### config.mk
export PLATFORM = sky130hd
export DESIGN_NAME = epoch_peak_to_peak_rejector_core_flat
export DESIGN_NICKNAME = d
export VERILOG_FILES = /design/src/rtl/eppr_pkg.sv /design/src/rtl/eppr_if.sv /design/src/rtl/eppr_limit_regs.sv /design/src/rtl/epoch_peak_to_peak_rejector_core.sv /design/src/flat_wrapper.sv
export SDC_FILE = /design/constraint.sdc
export NUM_CORES = 1
export LEC_CHECK = 0
export BUFFER_PORTS_ARGS = -buffer_cell sky130_fd_sc_hd__buf_2
export CAP_MARGIN = 10
export CORE_UTILIZATION = 55
export CTS_CLUSTER_SIZE = 14
export DETAILED_ROUTE_END_ITERATION = 16
export PLACE_DENSITY_LB_ADDON = 0.2
export SETUP_SLACK_MARGIN = 0.5
export SLEW_MARGIN = 10
export SYNTH_ARGS = -nofsm -noshare
export SYNTH_HDL_FRONTEND = slang
export SYNTH_SLANG_ARGS = --single-unit
### constraint.sdc
create_clock -name clk -period 16.2 [get_ports clk]
set_input_delay 3.24 -clock clk [delete_from_list [all_inputs] [get_ports clk]]
set_output_delay 3.24 -clock clk [all_outputs]
set_load 0.01 [all_outputs]
### src/rtl/eppr_pkg.sv
// Package for the epoch peak-to-peak rejector: types, codes and sizes.
package eppr_pkg;

  localparam int MAX_CHANNELS = 512;
  localparam int CH_IDX_W     = $clog2(MAX_CHANNELS);
  localparam int OUT_CH_W     = 9;
  localparam int SAMPLE_W     = 32;
  localparam int LIMIT_W      = 32;
  localparam int CFG_DATA_W   = 2 * LIMIT_W;
  localparam int NUM_CLASSES  = 5;
  localparam int CFG_IDX_W    = 3;
  localparam int CLASS_W      = 3;
  localparam int REASON_W     = 2;

  typedef enum logic [CLASS_W-1:0] {
    CLS_OTHER = 3'd0,
    CLS_MAG   = 3'd1,
    CLS_GRAD  = 3'd2,
    CLS_EEG   = 3'd3,
    CLS_EOG   = 3'd4,
    CLS_ECG   = 3'd5
  } chan_class_t;

  typedef enum logic [REASON_W-1:0] {
    REASON_NONE = 2'd0,
    REASON_HIGH = 2'd1,
    REASON_FLAT = 2'd2
  } reason_t;

  // Register indexes on the configuration channel
  typedef enum logic [CFG_IDX_W-1:0] {
    REG_MAG  = 3'd0,
    REG_GRAD = 3'd1,
    REG_EEG  = 3'd2,
    REG_EOG  = 3'd3,
    REG_ECG  = 3'd4
  } cfg_reg_t;

  typedef struct packed {
    logic               tested;
    logic [LIMIT_W-1:0] reject;
    logic [LIMIT_W-1:0] flat;
  } limit_sel_t;

endpackage

### src/rtl/eppr_if.sv
// Channel interfaces: sample stream, verdict stream and configuration writes.
interface eppr_sample_if;
  import eppr_pkg::*;
  logic                       valid;
  logic                       ready;
  logic signed [SAMPLE_W-1:0] sample_value;
  logic [CLASS_W-1:0]         channel_class;
  logic                       channel_bad;
  logic                       last_of_channel;
  logic                       last_of_epoch;

  modport source (output valid, sample_value, channel_class, channel_bad,
                  output last_of_channel, last_of_epoch, input ready);
  modport sink   (input valid, sample_value, channel_class, channel_bad,
                  input last_of_channel, last_of_epoch, output ready);
endinterface

interface eppr_verdict_if;
  import eppr_pkg::*;
  logic                valid;
  logic                ready;
  logic                epoch_accepted;
  logic [REASON_W-1:0] reject_reason;
  logic [OUT_CH_W-1:0] offending_channel;
  logic [CLASS_W-1:0]  offending_class;

  modport source (output valid, epoch_accepted, reject_reason, offending_channel,
                  output offending_class, input ready);
  modport sink   (input valid, epoch_accepted, reject_reason, offending_channel,
                  input offending_class, output ready);
endinterface

interface eppr_cfg_if;
  import eppr_pkg::*;
  logic                  valid;
  logic                  ready;
  logic [CFG_IDX_W-1:0]  index;
  logic [CFG_DATA_W-1:0] data;

  modport source (output valid, index, data, input ready);
  modport sink   (input valid, index, data, output ready);
endinterface

### src/rtl/eppr_limit_regs.sv
// Per-class limit registers and the lookup of one class's reject and flat limits.
module eppr_limit_regs import eppr_pkg::*; (
  input  logic                  clk,
  input  logic                  rst,
  input  logic                  wr_en,
  input  logic [CFG_IDX_W-1:0]  wr_index,
  input  logic [CFG_DATA_W-1:0] wr_data,
  input  logic [CLASS_W-1:0]    rd_class,
  output limit_sel_t            sel
);

  logic [CFG_DATA_W-1:0] limits [NUM_CLASSES];
  logic [CFG_IDX_W-1:0]  rd_index;
  logic                  rd_known;

  always_ff @(posedge clk) begin
    if (rst) begin
      for (int i = 0; i < NUM_CLASSES; i++) begin
        limits[i] <= '0;
      end
    end else if (wr_en && (wr_index < CFG_IDX_W'(NUM_CLASSES))) begin
      limits[wr_index] <= wr_data;
    end
  end

  // Class codes start at one; "other" and unused codes are never tested
  always_comb begin
    rd_known = 1'b1;
    rd_index = REG_MAG;
    case (rd_class)
      CLS_MAG:  rd_index = REG_MAG;
      CLS_GRAD: rd_index = REG_GRAD;
      CLS_EEG:  rd_index = REG_EEG;
      CLS_EOG:  rd_index = REG_EOG;
      CLS_ECG:  rd_index = REG_ECG;
      default:  rd_known = 1'b0;
    endcase
    sel.tested = rd_known;
    sel.reject = limits[rd_index][CFG_DATA_W-1:LIMIT_W];
    sel.flat   = limits[rd_index][LIMIT_W-1:0];
  end

endmodule

### src/rtl/epoch_peak_to_peak_rejector_core.sv
// Top level of the epoch peak-to-peak rejector.
//
//  channel   dir  payload                                          handshake
//  samples   in   sample_value, channel_class, channel_bad,         valid/ready
//                 last_of_channel, last_of_epoch
//  verdict   out  epoch_accepted, reject_reason, offending_channel, valid/ready
//                 offending_class
//  cfg       in   index (3 bits), data (64 bits)                    valid/ready
//
// One sample per cycle unless an epoch-end sample waits on a stalled verdict.
// Each sample sits in the input register, then min/max update, peak-to-peak subtract
// and limit compare write the state and, at epoch end, the verdict register.
// Synchronous reset clears limits and epoch state; cfg.ready is always high.
// A stalled verdict holds back only a following epoch-end sample.
module epoch_peak_to_peak_rejector_core import eppr_pkg::*; (
  input logic           clk,
  input logic           rst,
  eppr_sample_if.sink   samples,
  eppr_verdict_if.source verdict,
  eppr_cfg_if.sink      cfg
);

  // input register
  logic                       s_valid;
  logic signed [SAMPLE_W-1:0] s_sample;
  logic [CLASS_W-1:0]         s_class;
  logic                       s_bad;
  logic                       s_end_ch;
  logic                       s_end_ep;

  // epoch state
  logic signed [SAMPLE_W-1:0] run_min;
  logic signed [SAMPLE_W-1:0] run_max;
  logic                       channel_start;
  logic [CH_IDX_W-1:0]        channel_index;
  logic                       rejected;
  logic [REASON_W-1:0]        held_reason;
  logic [OUT_CH_W-1:0]        held_channel;
  logic [CLASS_W-1:0]         held_class;

  // verdict register
  logic                o_valid;
  logic                o_accepted;
  logic [REASON_W-1:0] o_reason;
  logic [OUT_CH_W-1:0] o_channel;
  logic [CLASS_W-1:0]  o_class;

  logic                       advance;
  logic signed [SAMPLE_W-1:0] min_next;
  logic signed [SAMPLE_W-1:0] max_next;
  logic [SAMPLE_W:0]          diff;
  logic [LIMIT_W-1:0]         pp;
  limit_sel_t                 sel;
  logic                       tested;
  logic [REASON_W-1:0]        why;
  logic                       fail_now;
  logic [CH_IDX_W-1:0]        index_next;

  eppr_limit_regs u_limits (
    .clk      (clk),
    .rst      (rst),
    .wr_en    (cfg.valid),
    .wr_index (cfg.index),
    .wr_data  (cfg.data),
    .rd_class (s_class),
    .sel      (sel)
  );

  assign cfg.ready = 1'b1;

  // Only an epoch-end sample needs room in the verdict register
  assign advance       = s_valid && (!s_end_ep || !o_valid || verdict.ready);
  assign samples.ready = !s_valid || advance;

  always_comb begin
    if (channel_start) begin
      min_next = s_sample;
      max_next = s_sample;
    end else begin
      min_next = (s_sample < run_min) ? s_sample : run_min;
      max_next = (s_sample > run_max) ? s_sample : run_max;
    end
    diff = {max_next[SAMPLE_W-1], max_next} - {min_next[SAMPLE_W-1], min_next};
    pp   = diff[LIMIT_W-1:0];

    why = REASON_NONE;
    if ((sel.reject != '0) && (pp > sel.reject)) begin
      why = REASON_HIGH;
    end else if ((sel.flat != '0) && (pp < sel.flat)) begin
      why = REASON_FLAT;
    end
    tested   = (s_end_ch || s_end_ep) && !s_bad && sel.tested && !rejected;
    fail_now = tested && (why != REASON_NONE);

    if (channel_index == CH_IDX_W'(MAX_CHANNELS - 1)) begin
      index_next = '0;
    end else begin
      index_next = channel_index + 1'b1;
    end
  end

  always_ff @(posedge clk) begin
    if (rst) begin
      s_valid <= 1'b0;
    end else if (samples.ready) begin
      s_valid <= samples.valid;
    end
  end

  always_ff @(posedge clk) begin
    if (samples.ready && samples.valid) begin
      s_sample <= samples.sample_value;
      s_class  <= samples.channel_class;
      s_bad    <= samples.channel_bad;
      s_end_ch <= samples.last_of_channel;
      s_end_ep <= samples.last_of_epoch;
    end
  end

  always_ff @(posedge clk) begin
    if (advance) begin
      run_min <= min_next;
      run_max <= max_next;
    end
  end

  always_ff @(posedge clk) begin
    if (rst) begin
      channel_start <= 1'b1;
      channel_index <= '0;
      rejected      <= 1'b0;
      held_reason   <= REASON_NONE;
      held_channel  <= '0;
      held_class    <= '0;
    end else if (advance) begin
      if (s_end_ep) begin
        channel_start <= 1'b1;
        channel_index <= '0;
        rejected      <= 1'b0;
        held_reason   <= REASON_NONE;
        held_channel  <= '0;
        held_class    <= '0;
      end else if (s_end_ch) begin
        channel_start <= 1'b1;
        channel_index <= index_next;
        if (fail_now) begin
          rejected     <= 1'b1;
          held_reason  <= why;
          held_channel <= OUT_CH_W'(channel_index);
          held_class   <= s_class;
        end
      end else begin
        channel_start <= 1'b0;
      end
    end
  end

  always_ff @(posedge clk) begin
    if (rst) begin
      o_valid <= 1'b0;
    end else if (advance && s_end_ep) begin
      o_valid <= 1'b1;
    end else if (verdict.ready) begin
      o_valid <= 1'b0;
    end
  end

  // The epoch's last channel may itself be the first failure
  always_ff @(posedge clk) begin
    if (advance && s_end_ep) begin
      if (rejected) begin
        o_accepted <= 1'b0;
        o_reason   <= held_reason;
        o_channel  <= held_channel;
        o_class    <= held_class;
      end else if (fail_now) begin
        o_accepted <= 1'b0;
        o_reason   <= why;
        o_channel  <= OUT_CH_W'(channel_index);
        o_class    <= s_class;
      end else begin
        o_accepted <= 1'b1;
        o_reason   <= REASON_NONE;
        o_channel  <= '0;
        o_class    <= '0;
      end
    end
  end

  assign verdict.valid             = o_valid;
  assign verdict.epoch_accepted    = o_accepted;
  assign verdict.reject_reason     = o_reason;
  assign verdict.offending_channel = o_channel;
  assign verdict.offending_class   = o_class;

endmodule

### src/flat_wrapper.sv
// flat-port wrapper written by rule: the top's interface ports become plain ports
module epoch_peak_to_peak_rejector_core_flat import eppr_pkg::*;
  (clk, rst, samples_valid, samples_sample_value, samples_channel_class, samples_channel_bad, samples_last_of_channel, samples_last_of_epoch, samples_ready, verdict_valid, verdict_epoch_accepted, verdict_reject_reason, verdict_offending_channel, verdict_offending_class, verdict_ready, cfg_valid, cfg_index, cfg_data, cfg_ready);
  eppr_sample_if samples_i ();
  eppr_verdict_if verdict_i ();
  eppr_cfg_if cfg_i ();
  input logic clk;
  input logic rst;
  input wire logic [$bits(samples_i.valid)-1:0] samples_valid;
  input wire logic [$bits(samples_i.sample_value)-1:0] samples_sample_value;
  input wire logic [$bits(samples_i.channel_class)-1:0] samples_channel_class;
  input wire logic [$bits(samples_i.channel_bad)-1:0] samples_channel_bad;
  input wire logic [$bits(samples_i.last_of_channel)-1:0] samples_last_of_channel;
  input wire logic [$bits(samples_i.last_of_epoch)-1:0] samples_last_of_epoch;
  output wire logic [$bits(samples_i.ready)-1:0] samples_ready;
  output wire logic [$bits(verdict_i.valid)-1:0] verdict_valid;
  output wire logic [$bits(verdict_i.epoch_accepted)-1:0] verdict_epoch_accepted;
  output wire logic [$bits(verdict_i.reject_reason)-1:0] verdict_reject_reason;
  output wire logic [$bits(verdict_i.offending_channel)-1:0] verdict_offending_channel;
  output wire logic [$bits(verdict_i.offending_class)-1:0] verdict_offending_class;
  input wire logic [$bits(verdict_i.ready)-1:0] verdict_ready;
  input wire logic [$bits(cfg_i.valid)-1:0] cfg_valid;
  input wire logic [$bits(cfg_i.index)-1:0] cfg_index;
  input wire logic [$bits(cfg_i.data)-1:0] cfg_data;
  output wire logic [$bits(cfg_i.ready)-1:0] cfg_ready;
  assign samples_i.valid = samples_valid;
  assign samples_i.sample_value = samples_sample_value;
  assign samples_i.channel_class = samples_channel_class;
  assign samples_i.channel_bad = samples_channel_bad;
  assign samples_i.last_of_channel = samples_last_of_channel;
  assign samples_i.last_of_epoch = samples_last_of_epoch;
  assign samples_ready = samples_i.ready;
  assign verdict_valid = verdict_i.valid;
  assign verdict_epoch_accepted = verdict_i.epoch_accepted;
  assign verdict_reject_reason = verdict_i.reject_reason;
  assign verdict_offending_channel = verdict_i.offending_channel;
  assign verdict_offending_class = verdict_i.offending_class;
  assign verdict_i.ready = verdict_ready;
  assign cfg_i.valid = cfg_valid;
  assign cfg_i.index = cfg_index;
  assign cfg_i.data = cfg_data;
  assign cfg_ready = cfg_i.ready;
  epoch_peak_to_peak_rejector_core u_core (.clk(clk), .rst(rst), .samples(samples_i), .verdict(verdict_i), .cfg(cfg_i));
endmodule
==> summary.md, run 1 <==
| Metric | Value |
|---|---|
| Status | completed |
| Port-buffer cells | 126 |
| First-pass GRT wire length | 96.0 mm |
| Hold EP | u_core.held_reason[0] |
| Pin count of the biggest net entering global routing | 66 |
| VDD IR max | 0.0806 mV |
| Die Span X | 212 um |
| Fillers | 3393 |
| Crit-path most repeated cell | ha_1 |
| Max-Cap Viols | 0 |
| Crit path max fanout | 20 |
| Initial drt markers | 1616 |
| Post-Synthesis Cell Area | around 24000 um2 |
| FF-to-FF setup slack | 7.45 ns |
| Number of synthesized flops with an enable pin | 437 |
| TritonCTS Buffers | 49 |
| Slowest stage delay, CP | between 0.6 and 0.7 ns |
| Mean area per synthesized cell | 12.6 um2 |
| Most frequent cells in the layout | edfxtp_1 (437), and2_1 (322), ha_1 (159), buf_2 (126), a221o_1 (123) |
| Total gr overflow | 0 |
| Reg2reg start | u_core.s_sample[9] |
| Layout cells sized above 1 | a little over an eighth |
| Syn Nets | 2203 |
| CTS sink cnt | 464 |
| Yosys reg bits | 464 |
| WL/cell | 23.8 um |
| Slew @ Worst Pin | approximately 1.1 ns |
| Beginning of the worst hold path | u_core.held_reason[0] |
| CTS max path bufs | 3 |
| Slowest-stage cell, CP | o22ai_2 |
| Post-DR vias/cell | 6.23 |
| Final Cycle Share | 54.0% |
| Min-delay worst type | reg -> reg |
| Max H-tree Level | 2 |
| Initial cell density of the core | 56.1% |
| Yosys warnings | 0 |
| Antenna violations before repair | 10 |
| Final nets | 2291 |
| Die ar. | 45000 um2 |
| I/O pin cnt | 128 |
| Synth cell types | 74 |
| Final setup viols | 0 |
| Synthesized instance count | roughly 1900 |
| R2R depth | 30 |
| Worst-case clock skew | 0.0223 ns |
| Gates resized, CTS repair | 0 |
| Post-CTS setup buffers | 0 |
| CTS tree | built |
| Hold Path Cell Cnt | 2 |
| Final setup TNS | 0 ns |
| DRC Markers | 0 |
| CP required | 16.72 ns |
| Largest cells by area after synthesis | edfxtp_1 (54%), and2_1 (8.3%), ha_1 (8.2%) |
| Total GRT Usage | between 20% and 30% |
| Area grow syn2layout | 10.9% |
| Pins Over Slew Limit | 0 |
| Commonest non-fill, non-tap cell in the layout | edfxtp_1 |
| WS Path Type | reg -> reg |
| TritonRoute pass-1 iters | 8 |
| CTS Hold Bufs | 0 |
| CP arrival | 9.28 ns |
| Die H | 212 um |
| Vias in the first global route | 16400 |
| Synth area leader | edfxtp_1 |
| Power Density | approximately 110 nW/um2 |
| Site Rows | 76 |
| Unrepaired setup endpoints after global routing | no |
| Worst slew margin | 25.4% |
| Clk_lat worst skew | between 0.6 and 0.7 ns |
| Yosys top cell area share | 54.1% |
| Fin crit period | 8.75 ns |
| Routability Congestion | 0.920 |
| Core area | 43300 um2 |
| Worst setup EP type | register |
| Max Freq | 114 MHz |
| Seq/Total Area, Yosys | a little under three fifths |
| Commonest register cell after synthesis | edfxtp_1 |
| Final Hold Vio Count | 0 |
| Startpoint types | register |
| Root Driver | clkbuf_16 |
| ANT nets after route | 0 |
| Ys async rst share | 0% |
| Final HPWL DP | 39.0 mm |
| Reg-to-reg endpoint | u_core.held_class[0] |
| Pleak | 10.3 nW |
| Total number of vias | 16500 |
| Design Power | 2.97 mW |
| Routed WL | approximately 63 mm |
| Clock Pin Slew Worst Setup and Hold Paths | 0.06 ns |
metal layers:
| metal | vias to the layer above | GRT usage, % | share of wire [%] |
|---|---|---|---|
| met5 | - | 0 | 0.10 |
| met4 | 10 | 9.60 | 2.4 |
| met3 | 101 | 5.24 | 7.6 |
| met2 | 628 | 46.7 | 48 |
| met1 | 8139 | 37.8 | 42 |
| li1 | 7614 | - | - |
per-stage QoR:
| stage | cell area (um2) | hold slack [ns] | util [%] | cells | worst slack (ns) |
|---|---|---|---|---|---|
| 2_1_floorplan | 24300 | 0.437 | - | 1933 | 8.79 |
| 3_3_place_gp | 25400 | 0.444 | 58.7 | 2555 | 7.71 |
| 3_5_place_dp | 25400 | 0.460 | 58.7 | 2555 | 7.48 |
| 4_1_cts | 26900 | 0.470 | 62.2 | 2642 | 7.43 |
| 5_1_grt | 26900 | 0.519 | 62.2 | 2643 | 6.81 |
| 6_report | 26900 | 0.468 | 62.2 | 2646 | 7.45 |
state kept, by name, summed over array words and instances, names as in the netlist:
register / flops
u_core.rejected: 1
u_core.held_class: 3
u_core.channel_start: 1
u_core.held_reason: 2
u_core.run_min: 32
u_core.verdict.offending_channel: 9
u_core.run_max: 32
u_core.s_bad: 1
u_core.s_end_ch: 1
u_core.s_sample: 32
u_core.u_limits.limits: 320
u_core.verdict.reject_reason: 2
u_core.s_valid: 1
u_core.s_class: 3
u_core.s_end_ep: 1
u_core.verdict.offending_class: 3
u_core.channel_index: 9
u_core.verdict.valid: 1
u_core.held_channel: 9
u_core.verdict.epoch_accepted: 1
report_power, final:
group	switching (mW)	internal, mW
clock	0.464	0.592
combinational	0.310	0.189
sequential	0.0312	1.38
total	0.805	2.17
kinds of logic after synthesis:
group,Yosys count,synth area share (%)
multiplexers,71,3.11
other,1,0.0155
buffers and inverters,227,3.76
adder cells (fa/ha/maj),160,8.28
flip-flops,464,56.3
AO/OA/AOI/OAI,411,13.9
AND/OR/NAND/NOR,565,13.4
XOR/XNOR,34,1.23
critical path: cells and delay by family, from the launching register on:
family	cells	cell delay, ns
xor gates and xnor gates	1	0.39
buffers and inverters	1	0.43
and+or+nand+nor	7	1.73
muxes	2	0.76
adders and majority gates	3	0.94
AOI/OAI and AO/OA	16	3.99
DFF	1	0.43
cell usage after synthesis (all sizes together), types with 27 or more instances:
cell    count
a21oi      68
ha        159
and2      322
nor2       60
a222oi     60
a21o       28
a221o     123
nand4      36
mux2       36
mux2i      35
edfxtp    437
dfxtp      27
o21ai      38
nand2      55
buf        27
clkbuf     87
inv       113
cell type report:
type,count,area (um2),area share (%)
tap,585,732,2.72
antenna,4,10.0,0.0372
sequential,464,13700,50.8
multi-input combinational,1242,9750,36.3
timing repair buffer,151,818,3.04
inverter,113,425,1.58
clock inverter,23,176,0.656
clock buffer,64,1320,4.92
worst max-delay path by stage:
stage / from / endpoint / slack, ns
2_1_floorplan: u_core.s_sample[9] / u_core.verdict.epoch_accepted / 8.79
3_3_place_gp: u_core.s_sample[9] / u_core.held_class[0] / 7.71
3_5_place_dp: u_core.s_sample[9] / u_core.held_channel[4] / 7.48
4_1_cts: u_core.s_sample[9] / u_core.held_class[0] / 7.43
5_1_grt: u_core.s_sample[10] / u_core.held_channel[4] / 6.81
6_report: u_core.s_sample[9] / u_core.held_class[0] / 7.45
Note: power is estimated with default switching activity, not from simulation.
==> inputs of run 2 (changes only) <==
- clock period: 16.2 -> 7.6 ns (I/O delays scaled with it)
==> run 2 against run 1 <==
Compared with the run above:
- critical path depth grew 5
- fmax grew 18%
- clock skew grew 0.0053 ns
- largest cell class unchanged
- largest power group unchanged
- non-clock buffer count grew 69
- die area is the same
- wire length grew 4.7%
- worst hold slack lost 0.0037 ns
==> summary.md, run 2 (synthesis results as in run 1) <==
| Metric | Value |
|---|---|
| Max FFs per register | 320 (unchanged) |
| VDD IR max | 0.224 mV (+180%) |
| Final Hold Vio Count | 0 (unchanged) |
| Total number of vias | 17100 (+3.4%) |
| Root Driver | clkbuf_16 |
| Startpoint types | register |
| TritonCTS Buffers | 50 (+2.0%) |
| Final HPWL DP | 40.4 mm (+3.7%) |
| Slew @ Worst Pin | 1.13 ns (+0.0148 ns) |
| Reg with most FFs | u_core.u_limits.limits |
| CP bufs+invs | 6 (+5) |
| Pleak | 10.9 nW (+5.5%) |
| Die H | 212 um (unchanged) |
| Worst slew margin | 24.4% (-0.99 points) |
| Min-delay worst type | reg -> reg |
| First-pass GRT wire length | 99.2 mm (+3.4%) |
| Comb power frac | 19.3% (+2.5 points) |
| CTS max path bufs | 3 (unchanged) |
| Status | completed |
| Initial cell density of the core | 56.1% (unchanged) |
| DRC Markers | 0 (unchanged) |
| Pins Over Slew Limit | 0 (unchanged) |
| Sequential fraction of design power | 45.7% (-2.0 points) |
| Core area | 43300 um2 (unchanged) |
| CTS sink cnt | 464 (unchanged) |
| Vias in the first global route | 17200 (+4.9%) |
| CP arrival | 7.87 ns (-1.41 ns) |
| Slowest-stage cell, CP | or3_4 |
| Final nets | 2364 (+3.2%) |
| Clock Pin Slew Worst Setup and Hold Paths | 0.06 ns (about the same) |
| Crit-path leading delay family | compound AO/OA/AOI/OAI gates |
| Worst-case clock skew | 0.0276 ns (+0.00527 ns) |
| Site Rows | 76 (unchanged) |
| Design Power | 6.60 mW (+120%) |
| Worst setup EP type | register |
| WS Path Type | reg -> reg |
| CTS Hold Bufs | 0 (unchanged) |
| Pin count of the biggest net entering global routing | 67 (+1.5%) |
| Most frequent cells in the layout | edfxtp_1 (437), and2_1 (321), ha_1 (136), buf_2 (126), a221o_1 (123) |
| Unrepaired setup endpoints after global routing | yes |
| Switching Fraction | 28.0% (+0.93 points) |
| Final Cycle Share | 97.5% (+43 points) |
| WL/cell | 24.3 um (+1.7%) |
| Initial drt markers | 1594 (-1.4%) |
| Total gr overflow | 0 (unchanged) |
| Power Density | 233 nW/um2 (+110%) |
| Die ar. | 45000 um2 (unchanged) |
| Total GRT Usage | 29.2% (+0.89 points) |
| FF-to-FF setup slack | 0.19 ns (-7.26 ns) |
| Final setup TNS | 0 ns (unchanged) |
| Slowest stage delay, CP | 0.42 ns (-0.22 ns) |
| Max-Cap Viols | 0 (unchanged) |
| I/O pin cnt | 128 (unchanged) |
| Post-DR vias/cell | 6.26 (+0.50%) |
| CTS tree | built |
| Commonest non-fill, non-tap cell in the layout | edfxtp_1 |
| CP required | 8.06 ns (-8.66 ns) |
| Fin crit period | 7.41 ns (-1.34 ns) |
| Internal power | 4.75 mW (+120%) |
| Psw | 1.85 mW (+130%) |
| Design area | 28400 um2 (+5.4%) |
| Crit path max fanout | 6 (-70%) |
| Clock Power Share | 34.9% (-0.6 points) |
| Placed Area | 25600 um2 (+0.85%) |
| Port-buffer cells | 126 (unchanged) |
| TritonRoute pass-1 iters | 6 (-2) |
| Layout cells sized above 1 | 20.8% (+7.4 points) |
| Area grow syn2layout | 16.8% |
| Routability Congestion | 0.958 (+4.1%) |
| ANT nets after route | 0 (unchanged) |
| Die Span X | 212 um (unchanged) |
| Max H-tree Level | 2 (unchanged) |
| Clk_lat worst skew | 0.62 ns (about the same) |
| Max Freq | 135 MHz (+18%) |
| Antenna violations before repair | 9 (-1) |
| Fillers | 3238 (-4.6%) |
| Routed WL | 66.1 mm (+4.7%) |
| Final setup viols | 0 (unchanged) |
run 2: cell count changes in the layout (fill, tap and decap cells not counted), moves of 7 or more:
cell	before	now
a21oi_1	68	61
buf_4	25	78
clkbuf_1	12	3
clkinv_2	6	16
ha_1	159	136
ha_4	0	20
mux2_2	36	28
mux2_4	0	8
mux2i_1	35	25
o21ai_0	34	24
run 2: path summary, 6_finish.rpt:
path,from,endpoint,depth (start not counted)
setup / recovery,u_core.run_max[9],u_core.held_channel[8],35
setup reg to reg,u_core.run_max[9],u_core.held_channel[8],35
hold reg to reg,u_core.held_reason[0],u_core.held_reason[0],2
hold / removal,u_core.held_reason[0],u_core.held_reason[0],2
run 2: repair_timing:
action | 4_1_cts | 5_1_grt
endpoints found under the setup margin | 30 | 30
gates resized for setup | 91 | 45
buffers inserted | 35 | 14
endpoints found under the hold margin | 0 | 0
gates cloned | 2 | 3
pin swaps | 48 | 48
run 2: cell type report:
class,count,area (um2),area share (%)
well taps,585,732,2.58
diodes,3,7.51,0.0265
repair buffers,220,1490,5.27
clock buffers,54,1280,4.50
flip-flops and latches,464,13700,48.2
clock inverters,38,268,0.944
multi-input cells,1245,10500,37.0
inverters,113,425,1.50
run 2: stage by stage:
step	setup WS, ns	cells	util [%]	hold WS [ns]
floorplan	0.502	1933	-	0.437
global placement	-0.236	2573	59.2	0.448
detailed placement	-0.360	2573	59.2	0.450
CTS	0.420	2702	64.6	0.458
global route	-0.0332	2720	65.5	0.488
finish	0.190	2722	65.5	0.465
run 2: per-layer routing:
| layer | wire length [um] | track usage (%) | share of wire, % |
|---|---|---|---|
| met4 | 2040 | 11.5 | 3.1 |
| met2 | 32400 | 48.7 | 49 |
| met3 | 5080 | 5.24 | 7.7 |
| met1 | 26500 | 38.0 | 40 |
| met5 | 69 | 0 | 0.10 |
run 2: power groups by stage:
stage	clock network (mW)	logic, mW	registers (mW)
floorplan	0	0.724	3.05
global placement	0	1.02	3.06
detailed placement	0	1.06	3.07
CTS	2.33	1.19	3.01
global route	2.43	1.38	3.03
finish	2.30	1.28	3.02
run 2: worst reg2reg max path: cells and delay by family (launching register included):
kind / cells / cell delay, ns
compound gates: 17 / 2.90
simple gates: 6 / 1.47
buf+inv: 6 / 0.86
fa+ha+maj: 3 / 0.80
mux: 2 / 0.66
flops: 1 / 0.40
xor+xnor: 1 / 0.17
